==> src/design/dbd_pkg.sv <==
// ----------------------------------------------------------------------------
// dbd_pkg
// Types, constants and calendar tables for the days-between-dates pipeline.
// ----------------------------------------------------------------------------
`default_nettype none

package dbd_pkg;

  localparam int YearW  = 14;
  localparam int MonthW = 4;
  localparam int DayW   = 5;
  localparam int CountW = 22;
  localparam int ProdW  = 32;

  localparam logic [YearW-1:0] YEAR_MAX = 14'd9999;

  // floor(x / 100) = (x * RECIP_100) >> RECIP_SHIFT, exact for x < 16384
  localparam logic [17:0] RECIP_100   = 18'd167773;
  localparam int          RECIP_SHIFT = 24;

  localparam logic [MonthW-1:0] MONTH_FEB = 4'd2;
  localparam logic [MonthW-1:0] MONTH_DEC = 4'd12;

  typedef struct packed {
    logic [YearW-1:0]  start_year;
    logic [MonthW-1:0] start_month;
    logic [DayW-1:0]   start_day;
    logic [YearW-1:0]  end_year;
    logic [MonthW-1:0] end_month;
    logic [DayW-1:0]   end_day;
    logic              count_end_day;
  } in_t;

  typedef struct packed {
    logic [CountW-1:0] day_count;
    logic              date_error;
  } out_t;

  // Length of a month in a common year; nonsense months read as zero
  function automatic logic [DayW-1:0] month_len(input logic [MonthW-1:0] m);
    logic [DayW-1:0] len;
    case (m)
      4'd1, 4'd3, 4'd5, 4'd7, 4'd8, 4'd10, 4'd12: len = 5'd31;
      4'd4, 4'd6, 4'd9, 4'd11:                     len = 5'd30;
      4'd2:                                        len = 5'd28;
      default:                                     len = 5'd0;
    endcase
    return len;
  endfunction

  // Days in a common year before the first of the month
  function automatic logic [8:0] days_before(input logic [MonthW-1:0] m);
    logic [8:0] n;
    case (m)
      4'd1:    n = 9'd0;
      4'd2:    n = 9'd31;
      4'd3:    n = 9'd59;
      4'd4:    n = 9'd90;
      4'd5:    n = 9'd120;
      4'd6:    n = 9'd151;
      4'd7:    n = 9'd181;
      4'd8:    n = 9'd212;
      4'd9:    n = 9'd243;
      4'd10:   n = 9'd273;
      4'd11:   n = 9'd304;
      4'd12:   n = 9'd334;
      default: n = 9'd0;
    endcase
    return n;
  endfunction

endpackage

`default_nettype wire

==> src/design/days_between_dates.sv <==
// ----------------------------------------------------------------------------
// days_between_dates
// Days from a start date to an end date in the proleptic Gregorian calendar.
// ----------------------------------------------------------------------------
// Input word: two dates (year, month, day) and count_end_day. Output word:
// day_count and date_error. Both sides use valid/ready; a word moves on a
// cycle where valid and ready are both high.
// Each date becomes a serial day number in closed form; the count is the
// difference of the two (zero when start is not before end), plus one when
// count_end_day is set. An invalid date gives date_error = 1 and a count of 0.
// Five register stages: input, divide-by-100 product, year base with leap
// flag, serial day with validity, output; an accepted word moves through
// them in that order to out_valid. One word is taken every cycle while the
// output is not stalled, with one 14x18 multiplier per date in stage two.
// Each stage's ready is its own valid clear or the next stage ready, so
// empty stages fill while the output is stalled; with the output register
// full and out_ready low, in_ready falls only once all five stages hold
// words. Nothing is dropped or repeated under stall.
// Reset (rst_n low, synchronous) clears all valid bits; payload registers
// are not reset.
// ----------------------------------------------------------------------------
`default_nettype none

module days_between_dates (
  input  wire logic          clk,
  input  wire logic          rst_n,
  input  wire logic          in_valid,
  output logic               in_ready,
  input  wire dbd_pkg::in_t  in_data,
  output logic               out_valid,
  input  wire logic          out_ready,
  output dbd_pkg::out_t      out_data
);

  // stage valid bits and ready chain
  logic v1_r, v2_r, v3_r, v4_r, v5_r;
  logic rdy1, rdy2, rdy3, rdy4, rdy5;

  assign rdy5     = !v5_r || out_ready;
  assign rdy4     = !v4_r || rdy5;
  assign rdy3     = !v3_r || rdy4;
  assign rdy2     = !v2_r || rdy3;
  assign rdy1     = !v1_r || rdy2;
  assign in_ready = rdy1;

  always_ff @(posedge clk) begin
    if (!rst_n) begin
      v1_r <= 1'b0;
      v2_r <= 1'b0;
      v3_r <= 1'b0;
      v4_r <= 1'b0;
      v5_r <= 1'b0;
    end else begin
      if (rdy1) v1_r <= in_valid;
      if (rdy2) v2_r <= v1_r;
      if (rdy3) v3_r <= v2_r;
      if (rdy4) v4_r <= v3_r;
      if (rdy5) v5_r <= v4_r;
    end
  end

  // stage 1: capture the input word
  dbd_pkg::in_t in_r;

  always_ff @(posedge clk) begin
    if (rdy1 && in_valid) begin
      in_r <= in_data;
    end
  end

  // stage 2: previous year and its reciprocal product, range checks
  logic [dbd_pkg::YearW-1:0]  yr    [2];
  logic [dbd_pkg::MonthW-1:0] mo    [2];
  logic [dbd_pkg::DayW-1:0]   dy    [2];
  logic [dbd_pkg::YearW-1:0]  py_nxt[2];
  logic [dbd_pkg::ProdW-1:0]  prod_nxt[2];
  logic                       rng_nxt[2];

  logic [dbd_pkg::YearW-1:0]  py2_r  [2];
  logic [dbd_pkg::ProdW-1:0]  prod2_r[2];
  logic [dbd_pkg::MonthW-1:0] mo2_r  [2];
  logic [dbd_pkg::DayW-1:0]   dy2_r  [2];
  logic                       rng2_r [2];
  logic                       inc2_r;

  assign yr[0] = in_r.start_year;
  assign yr[1] = in_r.end_year;
  assign mo[0] = in_r.start_month;
  assign mo[1] = in_r.end_month;
  assign dy[0] = in_r.start_day;
  assign dy[1] = in_r.end_day;

  always_comb begin
    for (int i = 0; i < 2; i++) begin
      py_nxt[i]   = yr[i] - 14'd1;
      prod_nxt[i] = dbd_pkg::ProdW'(py_nxt[i]) * dbd_pkg::ProdW'(dbd_pkg::RECIP_100);
      rng_nxt[i]  = (yr[i] != '0) && (yr[i] <= dbd_pkg::YEAR_MAX) &&
                    (mo[i] != '0) && (mo[i] <= dbd_pkg::MONTH_DEC) && (dy[i] != '0);
    end
  end

  always_ff @(posedge clk) begin
    if (rdy2 && v1_r) begin
      for (int i = 0; i < 2; i++) begin
        py2_r[i]   <= py_nxt[i];
        prod2_r[i] <= prod_nxt[i];
        mo2_r[i]   <= mo[i];
        dy2_r[i]   <= dy[i];
        rng2_r[i]  <= rng_nxt[i];
      end
      inc2_r <= in_r.count_end_day;
    end
  end

  // stage 3: leap flag and day count up to the start of the year
  logic [6:0]                 q100  [2];
  logic [6:0]                 r100  [2];
  logic                       leap_nxt[2];
  logic [dbd_pkg::CountW-1:0] base_nxt[2];

  logic [dbd_pkg::CountW-1:0] base3_r[2];
  logic                       leap3_r[2];
  logic [dbd_pkg::MonthW-1:0] mo3_r  [2];
  logic [dbd_pkg::DayW-1:0]   dy3_r  [2];
  logic                       rng3_r [2];
  logic                       inc3_r;

  always_comb begin
    for (int i = 0; i < 2; i++) begin
      q100[i] = prod2_r[i][dbd_pkg::RECIP_SHIFT +: 7];
      r100[i] = 7'(py2_r[i] - 14'(q100[i]) * 14'd100);
      // year = py + 1: divisible by 4 when py % 4 is 3, by 100 when py % 100 is 99
      leap_nxt[i] = (py2_r[i][1:0] == 2'b11) &&
                    ((r100[i] != 7'd99) || (q100[i][1:0] == 2'b11));
      base_nxt[i] = dbd_pkg::CountW'(py2_r[i]) * 22'd365
                  + dbd_pkg::CountW'(py2_r[i] >> 2)
                  - dbd_pkg::CountW'(q100[i])
                  + dbd_pkg::CountW'(q100[i] >> 2);
    end
  end

  always_ff @(posedge clk) begin
    if (rdy3 && v2_r) begin
      for (int i = 0; i < 2; i++) begin
        base3_r[i] <= base_nxt[i];
        leap3_r[i] <= leap_nxt[i];
        mo3_r[i]   <= mo2_r[i];
        dy3_r[i]   <= dy2_r[i];
        rng3_r[i]  <= rng2_r[i];
      end
      inc3_r <= inc2_r;
    end
  end

  // stage 4: serial day number and full date check
  logic [dbd_pkg::DayW-1:0]   mlen  [2];
  logic                       ok_nxt[2];
  logic [dbd_pkg::CountW-1:0] ser_nxt[2];

  logic [dbd_pkg::CountW-1:0] ser4_r[2];
  logic                       err4_r;
  logic                       inc4_r;

  always_comb begin
    for (int i = 0; i < 2; i++) begin
      mlen[i] = dbd_pkg::month_len(mo3_r[i]);
      if ((mo3_r[i] == dbd_pkg::MONTH_FEB) && leap3_r[i]) begin
        mlen[i] = 5'd29;
      end
      ok_nxt[i]  = rng3_r[i] && (dy3_r[i] <= mlen[i]);
      ser_nxt[i] = base3_r[i]
                 + dbd_pkg::CountW'(dbd_pkg::days_before(mo3_r[i]))
                 + dbd_pkg::CountW'(leap3_r[i] && (mo3_r[i] > dbd_pkg::MONTH_FEB))
                 + dbd_pkg::CountW'(dy3_r[i]);
    end
  end

  always_ff @(posedge clk) begin
    if (rdy4 && v3_r) begin
      ser4_r[0] <= ser_nxt[0];
      ser4_r[1] <= ser_nxt[1];
      err4_r    <= !(ok_nxt[0] && ok_nxt[1]);
      inc4_r    <= inc3_r;
    end
  end

  // stage 5: difference, clamp at zero, add the end day
  dbd_pkg::out_t out_nxt;
  dbd_pkg::out_t out_r;

  always_comb begin
    out_nxt.date_error = err4_r;
    if (err4_r) begin
      out_nxt.day_count = '0;
    end else if (ser4_r[0] < ser4_r[1]) begin
      out_nxt.day_count = ser4_r[1] - ser4_r[0] + dbd_pkg::CountW'(inc4_r);
    end else begin
      out_nxt.day_count = dbd_pkg::CountW'(inc4_r);
    end
  end

  always_ff @(posedge clk) begin
    if (rdy5 && v4_r) begin
      out_r <= out_nxt;
    end
  end

  assign out_valid = v5_r;
  assign out_data  = out_r;

endmodule

`default_nettype wire

==> config.mk <==
export PLATFORM = sky130hd
export DESIGN_NAME = days_between_dates
export DESIGN_NICKNAME = d
export VERILOG_FILES = /design/src/design/dbd_pkg.sv /design/src/design/days_between_dates.sv
export SDC_FILE = /design/constraint.sdc
export NUM_CORES = 1
export LEC_CHECK = 0
export BUFFER_PORTS_ARGS = -buffer_cell sky130_fd_sc_hd__buf_2
export CAP_MARGIN = 20
export CORE_MARGIN = 1
export CORE_UTILIZATION = 28
export CTS_BUF_LIST = sky130_fd_sc_hd__clkbuf_8
export DETAILED_ROUTE_END_ITERATION = 10
export MAX_ROUTING_LAYER = met4
export PLACE_DENSITY_LB_ADDON = 0.15
export SYNTH_ARGS = -nofsm -noshare
export SYNTH_HDL_FRONTEND = slang
export SYNTH_SLANG_ARGS = --single-unit
==> constraint.sdc <==
create_clock -name clk -period 7.1 [get_ports clk]
set_clock_uncertainty 0.15 [all_clocks]
set_input_delay 1.775 -clock clk [delete_from_list [all_inputs] [get_ports clk]]
set_output_delay 1.775 -clock clk [all_outputs]
set_load 0.02 [all_outputs]
==> metrics.txt, run 1 <==
run status=finished, final reports clean; antenna violations before repair=3; DRT antenna net count=0; Die W=320 um; crit path DAT=7.07 ns; Synth Area in Adders=46.9%; Synth Register Bits=251; fin crit period=6.84 ns; top cells by area, synth=edfxtp_1, fa_1, ha_1; synthesized area=roughly 28000 sq um; Cell Count, Final, Fillers Out=4150; Crit Path Category=reg2reg; area fraction of the dominant cell type after synthesis=26.1%; pin count of the biggest net entering global routing=64; # fillers=10130; Vias/cell=around 4.3; syn_nets=3480; sequential area share after synthesis=26.5%; WL final=65.7 mm; Max-cap violations=0; via count=17912; Final Slew Violations=0; Post-Synth XOR/XNOR Area=4.76%; HPWL Detailed=55.9 mm; clock latency on the worst-skew pair=0.67 ns; drt drc=0; area delta synth->final=15.6%; post-route clock period utilization=96.3%; Min-Delay Path Class=reg2reg; Site Rows=roughly 120; Final setup viols=0; hold_ws=between 0.2 and 0.3 ns; Synth Area per Inst=11.0 sq um; mux contribution to synthesized area=0.376%; Overall Global Routing Usage=between 10% and 20%; most frequent cell after synthesis=inv_1; Post-synth EDFFs=246; leakage=15.7 nW; gr ovfl total=0; Reg clk slew, reported paths=0.06 ns; Post-synth ARST share=0%; DR WL/cell=15.8 um; post-synth cell types=68; Min-Delay Path Depth=0; Num CTS Buffers=51; overall die area=102000 sq um; Cell Pwr Density=453 nW/um^2; Storage cell area=7490 sq um; Required @ worst endpoint=7.33 ns; share of cells above drive strength 1=between 10% and 20%; area of the multi-input gates=18700 sq um; first-pass GRT wire length=between 100 and 150 mm; complex-gate fraction of the synthesized area=6.40%; Die H=320 um; top_reg_cell synth=edfxtp_1; CP max stage delay=0.58 ns; crit start category=flip-flop; Starting Density=28.3%; CTS Sinks=251; Ys Warns=0; clk root buf=clkbuf_8; Pwr Total=14.8 mW; Reg2Reg Depth=25; vias in the first global route=between 15000 and 20000; Most common cell on crit path=fa_1; core area=100000 sq um; drt pass-1 iters=5; slowest CP cell=or4_4; H-Tree Depth=2; Worst VDD drop=between 0.0004 and 0.0005 V; placer's final routability congestion estimate=0.877; simple-gate share of the synthesized area=6.17%; Final Hold Viols=0; Iter 0 DRT Violations=725; Clock Path Buffers=3; CTS tree=yes; worst slew pin tran=~1.1 ns; Crit Path Max Fanout=7; Yosys top cell by area=edfxtp_1; placed insts=between 4000 and 5000; Post-synth top cells=inv_1, ha_1, fa_1; IO buf count=75; Slew HR=30.0%; Max Freq=146 MHz; largest family of logic cells by synthesized area=adder cells; # IOs=76; Post-Syn Instances=2572; Nets=3715; Crit. End Element=flip-flop
## final timing paths
check	end	from	slack [ns]
worst max-delay path	prod2_r[0][28]	in_r[40]	0.26
worst min-delay path	inc3_r	inc2_r	0.27
worst max register to register	prod2_r[0][28]	in_r[40]	0.26
worst min register to register	inc3_r	inc2_r	0.27
## timing repair
action	in CTS	in global routing
gates resized for setup	7	71
setup endpoints to repair	4	8
buffers inserted	1	11
pin swaps	6	45
hold buffers	0	0
## area by class of cell
type,count,area share (%)
Antenna cell,3,0.0230
Clock buffer,51,2.15
Clock inverter,44,1.12
Inverter,660,7.59
Multi-Input combinational cell,1649,57.3
Sequential cell,251,22.9
Tap cell,1298,4.97
Timing Repair Buffer,194,3.92
## critical path: cells and delay by family, from the launching register on
family	cells	cell delay (ns)
AO/OA/AOI/OAI	4	0.65
XOR/XNOR	2	0.32
adder cells (fa/ha/maj)	7	2.89
buffers and inverters	6	0.55
flip-flops	1	0.40
AND/OR/NAND/NOR	6	1.59
## cell families (layout without fill, tap and decap cells)
kind of cell               after synthesis  after routing
adders and majority gates              857            857
buffers and inverters                  672            949
and+or+nand+nor                        347            347
AOI/OAI and AO/OA                      284            284
DFF                                    251            251
xor gates and xnor gates               151            151
muxes                                   10             10
other                                    0              3
## report_power, final
part | total (mW) | internal [mW] | switching [mW]
logic | 10.9 | 4.97 | 5.97
registers | 2.26 | 2.12 | 0.134
clock network | 1.61 | 0.899 | 0.712
total | 14.8 | 7.99 | 6.81
## metrics by stage
stage	setup WS [ns]	TNS (ns)	util, %	instance area (sq um)
detailed placement	-0.0669	-0.190	31.1	31100
global placement	-0.0320	-0.0615	31.1	31100
global route	-0.0329	-0.0831	32.7	32700
floorplan	0.0307	0	-	28300
finish	0.264	0	32.7	32700
CTS	0.0231	0	32.2	32200
## cells in the final DEF, fill, tap and decap left out, types with 6 or more instances in the layout
| master | instances |
|---|---|
| and3_1 | 18 |
| nand2b_1 | 19 |
| nand3_1 | 23 |
| a211oi_1 | 11 |
| o21ai_1 | 16 |
| xor2_1 | 50 |
| or3_1 | 8 |
| clkinv_2 | 13 |
| inv_1 | 656 |
| and2_1 | 6 |
| buf_2 | 75 |
| nand2_1 | 57 |
| o21bai_1 | 10 |
| nor2_1 | 105 |
| xnor2_1 | 90 |
| fa_1 | 331 |
| a31oi_1 | 13 |
| nand4_1 | 8 |
| edfxtp_1 | 246 |
| ha_4 | 9 |
| o21a_1 | 20 |
| nor2b_1 | 26 |
| or2_2 | 8 |
| nor3_1 | 27 |
| a21oi_1 | 82 |
| bufinv_16 | 6 |
| a21o_1 | 30 |
| buf_4 | 117 |
| ha_1 | 509 |
| clkbuf_8 | 51 |
| o21ai_0 | 38 |
| o211ai_1 | 11 |
| inv_2 | 9 |
| o2111ai_1 | 6 |
| clkinv_1 | 15 |
## metal layers
metal | part of all wire [%] | routed length, um | global-route usage, %
met1 | 50 | 33100 | 19.0
met2 | 45 | 29300 | 21.0
met3 | 3.3 | 2150 | 2.22
met4 | 1.7 | 1140 | 2.97
met5 | 0 | 0 | -
## registers in the layout, summed over array words and instances (netlist names), 2 cells and up
register and count:
mo2_r 8, dy2_r 10, rng2_r 2, dy 10, prod2_r 14, out_data 23
py2_r 28, mo3_r 8, in_r 37, ser4_r 44, dy3_r 10, base3_r 44
rng3_r 2, leap3_r 2
(Power assumes the default switching activity.)
==> inputs of run 2 (changes only) <==
- clock period: 7.1 -> 7.3 ns (I/O delays scaled with it)
==> run 2 against run 1 <==
- critical path depth is 1 higher
- register-to-register slack worse by 0.02 ns
- setup slack lost 0.019 ns
- routed wire length decreased by 1.2%
- via count down 2.5%
==> metrics.txt, run 2 (same netlist as run 1, synthesis figures left out) <==
H-Tree Depth=2 (unchanged); most common cell after layout, fill and taps aside=inv_1 (unchanged); Final Hold Viols=0 (unchanged); Crit. End Element=flip-flop (unchanged); drt drc=0 (unchanged); Iter 0 DRT Violations=551 (was 725); Die W=320 um (unchanged); commonest cells after routing, fill and taps aside=inv_1, ha_1, fa_1 (unchanged); P_sw=6.35 mW (was 6.81 mW); Cell Pwr Density=431 nW/um^2 (was 453 nW/um^2); gr ovfl total=0 (unchanged); slowest CP cell=or4_4 (unchanged); Clock Path Buffers=3 (unchanged); Overall Global Routing Usage=13.6% (was 13.7%); Worst VDD drop=0.000439 V (was 0.000415 V); run status=finished, final reports clean (unchanged); DR WL/cell=15.9 um (was 15.8 um); Vias/cell=4.28 (was 4.32); worst slew pin tran=1.03 ns (was 1.05 ns); Max-cap violations=0 (unchanged); core area=100000 sq um (unchanged); # fillers=10198 (was 10130); Die H=320 um (unchanged); Reg clk slew, reported paths=0.06 ns (about the same); overall die area=102000 sq um (unchanged); clock share of power=11.0% (was 10.9%); Storage cell area=7490 sq um (unchanged); # IOs=76 (unchanged); Slew HR=31.5% (was 30.0%); Final setup viols=0 (unchanged); pin count of the biggest net entering global routing=64 (unchanged); Starting Density=28.3% (unchanged); Site Rows=116 (unchanged); CTS tree=yes (unchanged); antenna violations before repair=5 (was 3); via count=17463 (was 17912); first-pass GRT wire length=106 mm (was 107 mm); Crit Path Max Fanout=4 (was 7); IO buf count=75 (unchanged); area of the multi-input gates=18500 sq um (was 18700 sq um); post-route clock period utilization=96.7% (was 96.3%); vias in the first global route=19171 (was 19440); leakage=15.3 nW (was 15.7 nW); fin crit period=7.06 ns (was 6.84 ns); crit start category=flip-flop (unchanged); share of cells above drive strength 1=9.38% (was 12.6%); area delta synth->final=13.1% (was 15.6%); drt pass-1 iters=5 (unchanged); clock latency on the worst-skew pair=0.69 ns (was 0.67 ns); setup TNS=0 ns (unchanged); DRT antenna net count=0 (unchanged); placer's final routability congestion estimate=0.896 (was 0.877); Cell Int Power=7.42 mW (was 7.99 mW); RSZ-0062 raised after global routing=true; Num CTS Buffers=50 (was 51); WL final=64.9 mm (was 65.7 mm); HPWL Detailed=55.7 mm (was 55.9 mm); Min-Delay Path Class=reg2reg (unchanged); Final Core Density=32.0% (was 32.7%); Max Freq=142 MHz (was 146 MHz); CTS Sinks=251 (unchanged); Final Slew Violations=0 (unchanged); Required @ worst endpoint=7.54 ns (was 7.33 ns); crit path DAT=7.30 ns (was 7.07 ns); largest registers=base3_r (44), ser4_r (44), in_r (37) (unchanged); Nets=3651 (was 3715); Sw Share=46.1% (was 46.0%); combinational share of power=73.0% (was 73.9%); clk root buf=clkbuf_8 (unchanged); Crit Path Category=reg2reg (unchanged); Flop pwr share=16.0% (was 15.2%); CP max stage delay=0.59 ns (was 0.58 ns)
## run 2: cell count changes in the layout (fill, tap and decap cells not counted), sizes merged
cell / previous run / this run
clkbuf: 51 / 50
buf: 194 / 131
bufinv: 6 / 5
clkinvlp: 2 / 3
clkinv: 29 / 26
diode: 3 / 4
## run 2: worst max-delay path: cells and delay by family (launching register included)
kind	cells	cell delay [ns]
compound gates	7	1.14
simple gates	4	1.37
fa+ha+maj	7	2.84
buf+inv	5	0.37
xor+xnor	3	0.55
flops	1	0.38
## run 2: repair_timing
action / CTS / global route
endpoints found under the setup margin: 1 / 10
pin swaps: 0 / 19
resized for setup: 2 / 33
hold buffers: 0 / 0
cloned: 0 / 0
setup buffers: 0 / 11
## run 2: final timing paths
kind	from	endpoint	slack [ns]	depth (start not counted)
worst min-delay path	dy[7]	dy2_r[0][2]	0.25	0
worst max-delay path	in_r[39]	prod2_r[0][29]	0.24	26
worst min register to register	dy[7]	dy2_r[0][2]	0.25	0
worst max register to register	in_r[39]	prod2_r[0][29]	0.24	26
## run 2: stage by stage
| stage | instances | worst slack (ns) | power (mW) | hold WS (ns) | area [sq um] |
|---|---|---|---|---|---|
| final | 4084 | 0.244 | 13.8 | 0.248 | 32000 |
| after global routing | 4084 | -0.131 | 15.7 | 0.264 | 32000 |
| after CTS | 4069 | 0.0146 | 13.7 | 0.236 | 31600 |
| after detailed placement | 3978 | 0.000498 | 12.0 | 0.255 | 30600 |
| after global placement | 3978 | 0.0530 | 12.0 | 0.258 | 30600 |
| after floorplan | 2572 | 0.0889 | 9.42 | 0.250 | 28300 |
## run 2: area by class of cell
type	count	share of cell area, %
diodes	4	0.0313
clock buffers	50	2.15
clock inverters	41	1.06
inverters	660	7.76
multi-input cells	1649	57.9
flip-flops and latches	251	23.4
well taps	1298	5.08
repair buffers	131	2.53
## run 2: power by group through the flow
stage / logic [mW] / registers [mW] / clock network, mW
after floorplan: 7.24 / 2.19 / 0
after global placement: 9.75 / 2.23 / 0
after detailed placement: 9.72 / 2.23 / 0
after CTS: 9.88 / 2.20 / 1.60
after global routing: 11.8 / 2.22 / 1.65
final: 10.1 / 2.20 / 1.52
## run 2: routing by layer
layer | track usage [%] | routed length [um] | vias up
met4 | 2.92 | 1080 | 0
li1 | - | - | 8707
met1 | 18.8 | 32600 | 8472
met3 | 2.13 | 2130 | 69
met2 | 21.0 | 29100 | 215
met5 | - | 0 | -
==> inputs of run 3 (changes only) <==
- REMOVE_ABC_BUFFERS: default -> 1
==> run 3 against run 2 <==
- via count grew 0.41%
- maximum frequency shrank 0.41%
- register-to-register slack lost 0.03 ns
- flip-flop and latch count is the same
- die area is the same
- hold slack gained 0.0088 ns
- critical endpoint is now prod2_r[0][28]
==> metrics.txt, run 3 (same netlist as run 1, synthesis figures left out) <==
run status=finished, final reports clean (unchanged); DRT antenna net count=0 (unchanged); WL final=64.5 mm (was 64.9 mm); vias in the first global route=19263 (was 19171); combinational share of power=73.2% (was 73.0%); Starting Density=28.3% (unchanged); crit path DAT=7.34 ns (was 7.30 ns); Crit Path Max Fanout=4 (unchanged); Cell Int Power=7.27 mW (was 7.42 mW); Max Freq=141 MHz (was 142 MHz); met1 wire length=31.9 mm (was 32.6 mm); hold-fix buffers at CTS=0 (unchanged); Routed met2 length=29.4 mm (was 29.1 mm); most common cell after layout, fill and taps aside=inv_1 (unchanged); slowest CP cell=or4_4 (unchanged); leakage=15.3 nW (about the same); P_sw=6.35 mW (about the same); worst-path cell chain=or4_4, nor4_4, nand3b_1, xor2_2, clkinv_2, xnor2_2, ha_4, fa_1, fa_1, fa_1, fa_1, inv_1, fa_1, inv_1, ha_1, a21oi_2, o211ai_1, a31oi_2, a31oi_4, o21a_1, o21ai_2, nor2b_4, xnor2_1; clock latency on the worst-skew pair=0.69 ns (about the same); Final Slew Violations=0 (unchanged); placer's final routability congestion estimate=0.879 (was 0.896); Crit Path Category=reg2reg (unchanged); clk root buf=clkbuf_8 (unchanged); pin count of the biggest net entering global routing=64 (unchanged); Pwr Total=13.6 mW (was 13.8 mW); Nets=3644 (was 3651); H-Tree Depth=2 (unchanged); crit start category=flip-flop (unchanged); Max-cap violations=0 (unchanged); Iter 0 DRT Violations=635 (was 551); # IOs=76 (unchanged); setup TNS=0 ns (unchanged); HPWL Detailed=55.2 mm (was 55.7 mm); Vias/cell=4.30 (was 4.28); Final setup viols=0 (unchanged); largest registers=base3_r (44), ser4_r (44), in_r (37) (unchanged); IO buf count=75 (unchanged); Crit. End Element=flip-flop (unchanged); via count=17534 (was 17463); Reg clk slew, reported paths=0.06 ns (about the same); Die H=320 um (unchanged); Die W=320 um (unchanged); overall die area=102000 sq um (unchanged); CTS Sinks=251 (unchanged); share of cells above drive strength 1=9.59% (was 9.38%); core area=100000 sq um (unchanged); Worst VDD drop=0.000387 V (was 0.000439 V); CTS tree=yes (unchanged); Num CTS Buffers=49 (was 50); fin crit period=7.09 ns (was 7.06 ns); Critical R2R Launch=in_r[39] (unchanged); Most common cell on crit path=fa_1; Flop pwr share=16.1% (was 16.0%); Min-Delay Path Class=reg2reg (unchanged); Crit path max-delay family=adder cells (unchanged); gr ovfl total=0 (unchanged); # fillers=10087 (was 10198); Final Hold Viols=0 (unchanged); CP Launch Point=in_r[39] (unchanged); RSZ-0062 raised after global routing=true (unchanged); PnR worst setup slack=0.215 ns (was 0.244 ns); area delta synth->final=13.0% (was 13.1%); Sw Share=46.6% (was 46.1%); DP Worst Slack=-0.0101 ns (was 0.000498 ns); Cell Pwr Density=427 nW/um^2 (was 431 nW/um^2); antenna violations before repair=1 (was 5); top sig layer=met4 (unchanged); Site Rows=116 (unchanged); Worst Hold Launch=mo2_r[0][6] (was dy[7]); met3 WL post-DR=1.76 mm (was 2.13 mm); Required @ worst endpoint=7.56 ns (was 7.54 ns); DR WL/cell=15.8 um (was 15.9 um); post-route clock period utilization=97.1% (was 96.7%); first-pass GRT wire length=105 mm (was 106 mm); Overall Global Routing Usage=13.4% (was 13.6%); hold_ws=0.257 ns (was 0.248 ns); drt drc=0 (unchanged); Clock Path Buffers=3 (unchanged); drt pass-1 iters=5 (unchanged); commonest cells after routing, fill and taps aside=inv_1, ha_1, fa_1 (unchanged); CP max stage delay=0.59 ns (about the same); Slew HR=38.9% (was 31.5%); CP bufs+invs=3 (was 5); worst slew pin tran=0.917 ns (was 1.03 ns); clock share of power=10.7% (was 11.0%)
-- run 3: metal layers --
layer  track usage [%]  up-vias
met1              18.2     8605
met2              20.9      171
met4              3.64        0
li1                  -     8691
met5                 -        -
met3              1.99       67
-- run 3: worst paths after layout --
kind	endpoint	slack, ns	cells past startpoint
worst max-delay path	prod2_r[0][28]	0.21	23
worst min-delay path	mo3_r[0][6]	0.26	0
worst max register to register	prod2_r[0][28]	0.21	23
worst min register to register	mo3_r[0][6]	0.26	0
-- run 3: final cells by class --
type,count,area [sq um],share of cell area [%]
Antenna cell,6,15.0,0.0470
Sequential cell,251,7490,23.4
Multi-Input combinational cell,1649,18600,58.1
Timing Repair Buffer,125,776,2.43
Clock inverter,37,275,0.862
Tap cell,1298,1620,5.09
Clock buffer,52,716,2.24
Inverter,660,2480,7.76
-- run 3: repair_timing --
item                                    CTS  global route
endpoints found under the hold margin     0             0
buffers inserted                          0             7
cloned                                    0             0
pin swaps                                 1            20
resized for setup                         5            43
endpoints found under the setup margin    4             9
-- run 3: power groups by stage --
stage	sequential [mW]	combinational (mW)	clock, mW
3_3_place_gp	2.23	9.65	0
5_1_grt	2.22	11.7	1.58
4_1_cts	2.20	9.84	1.54
3_5_place_dp	2.23	9.70	0
6_report	2.20	9.97	1.46
2_1_floorplan	2.19	7.24	0
-- run 3: stage by stage --
stage	instances	instance area, sq um	util, %
final	4078	31900	31.9
after global routing	4077	31900	31.9
after CTS	4064	31600	31.6
after detailed placement	3975	30600	30.6
after global placement	3975	30600	30.6
after floorplan	2560	28200	-
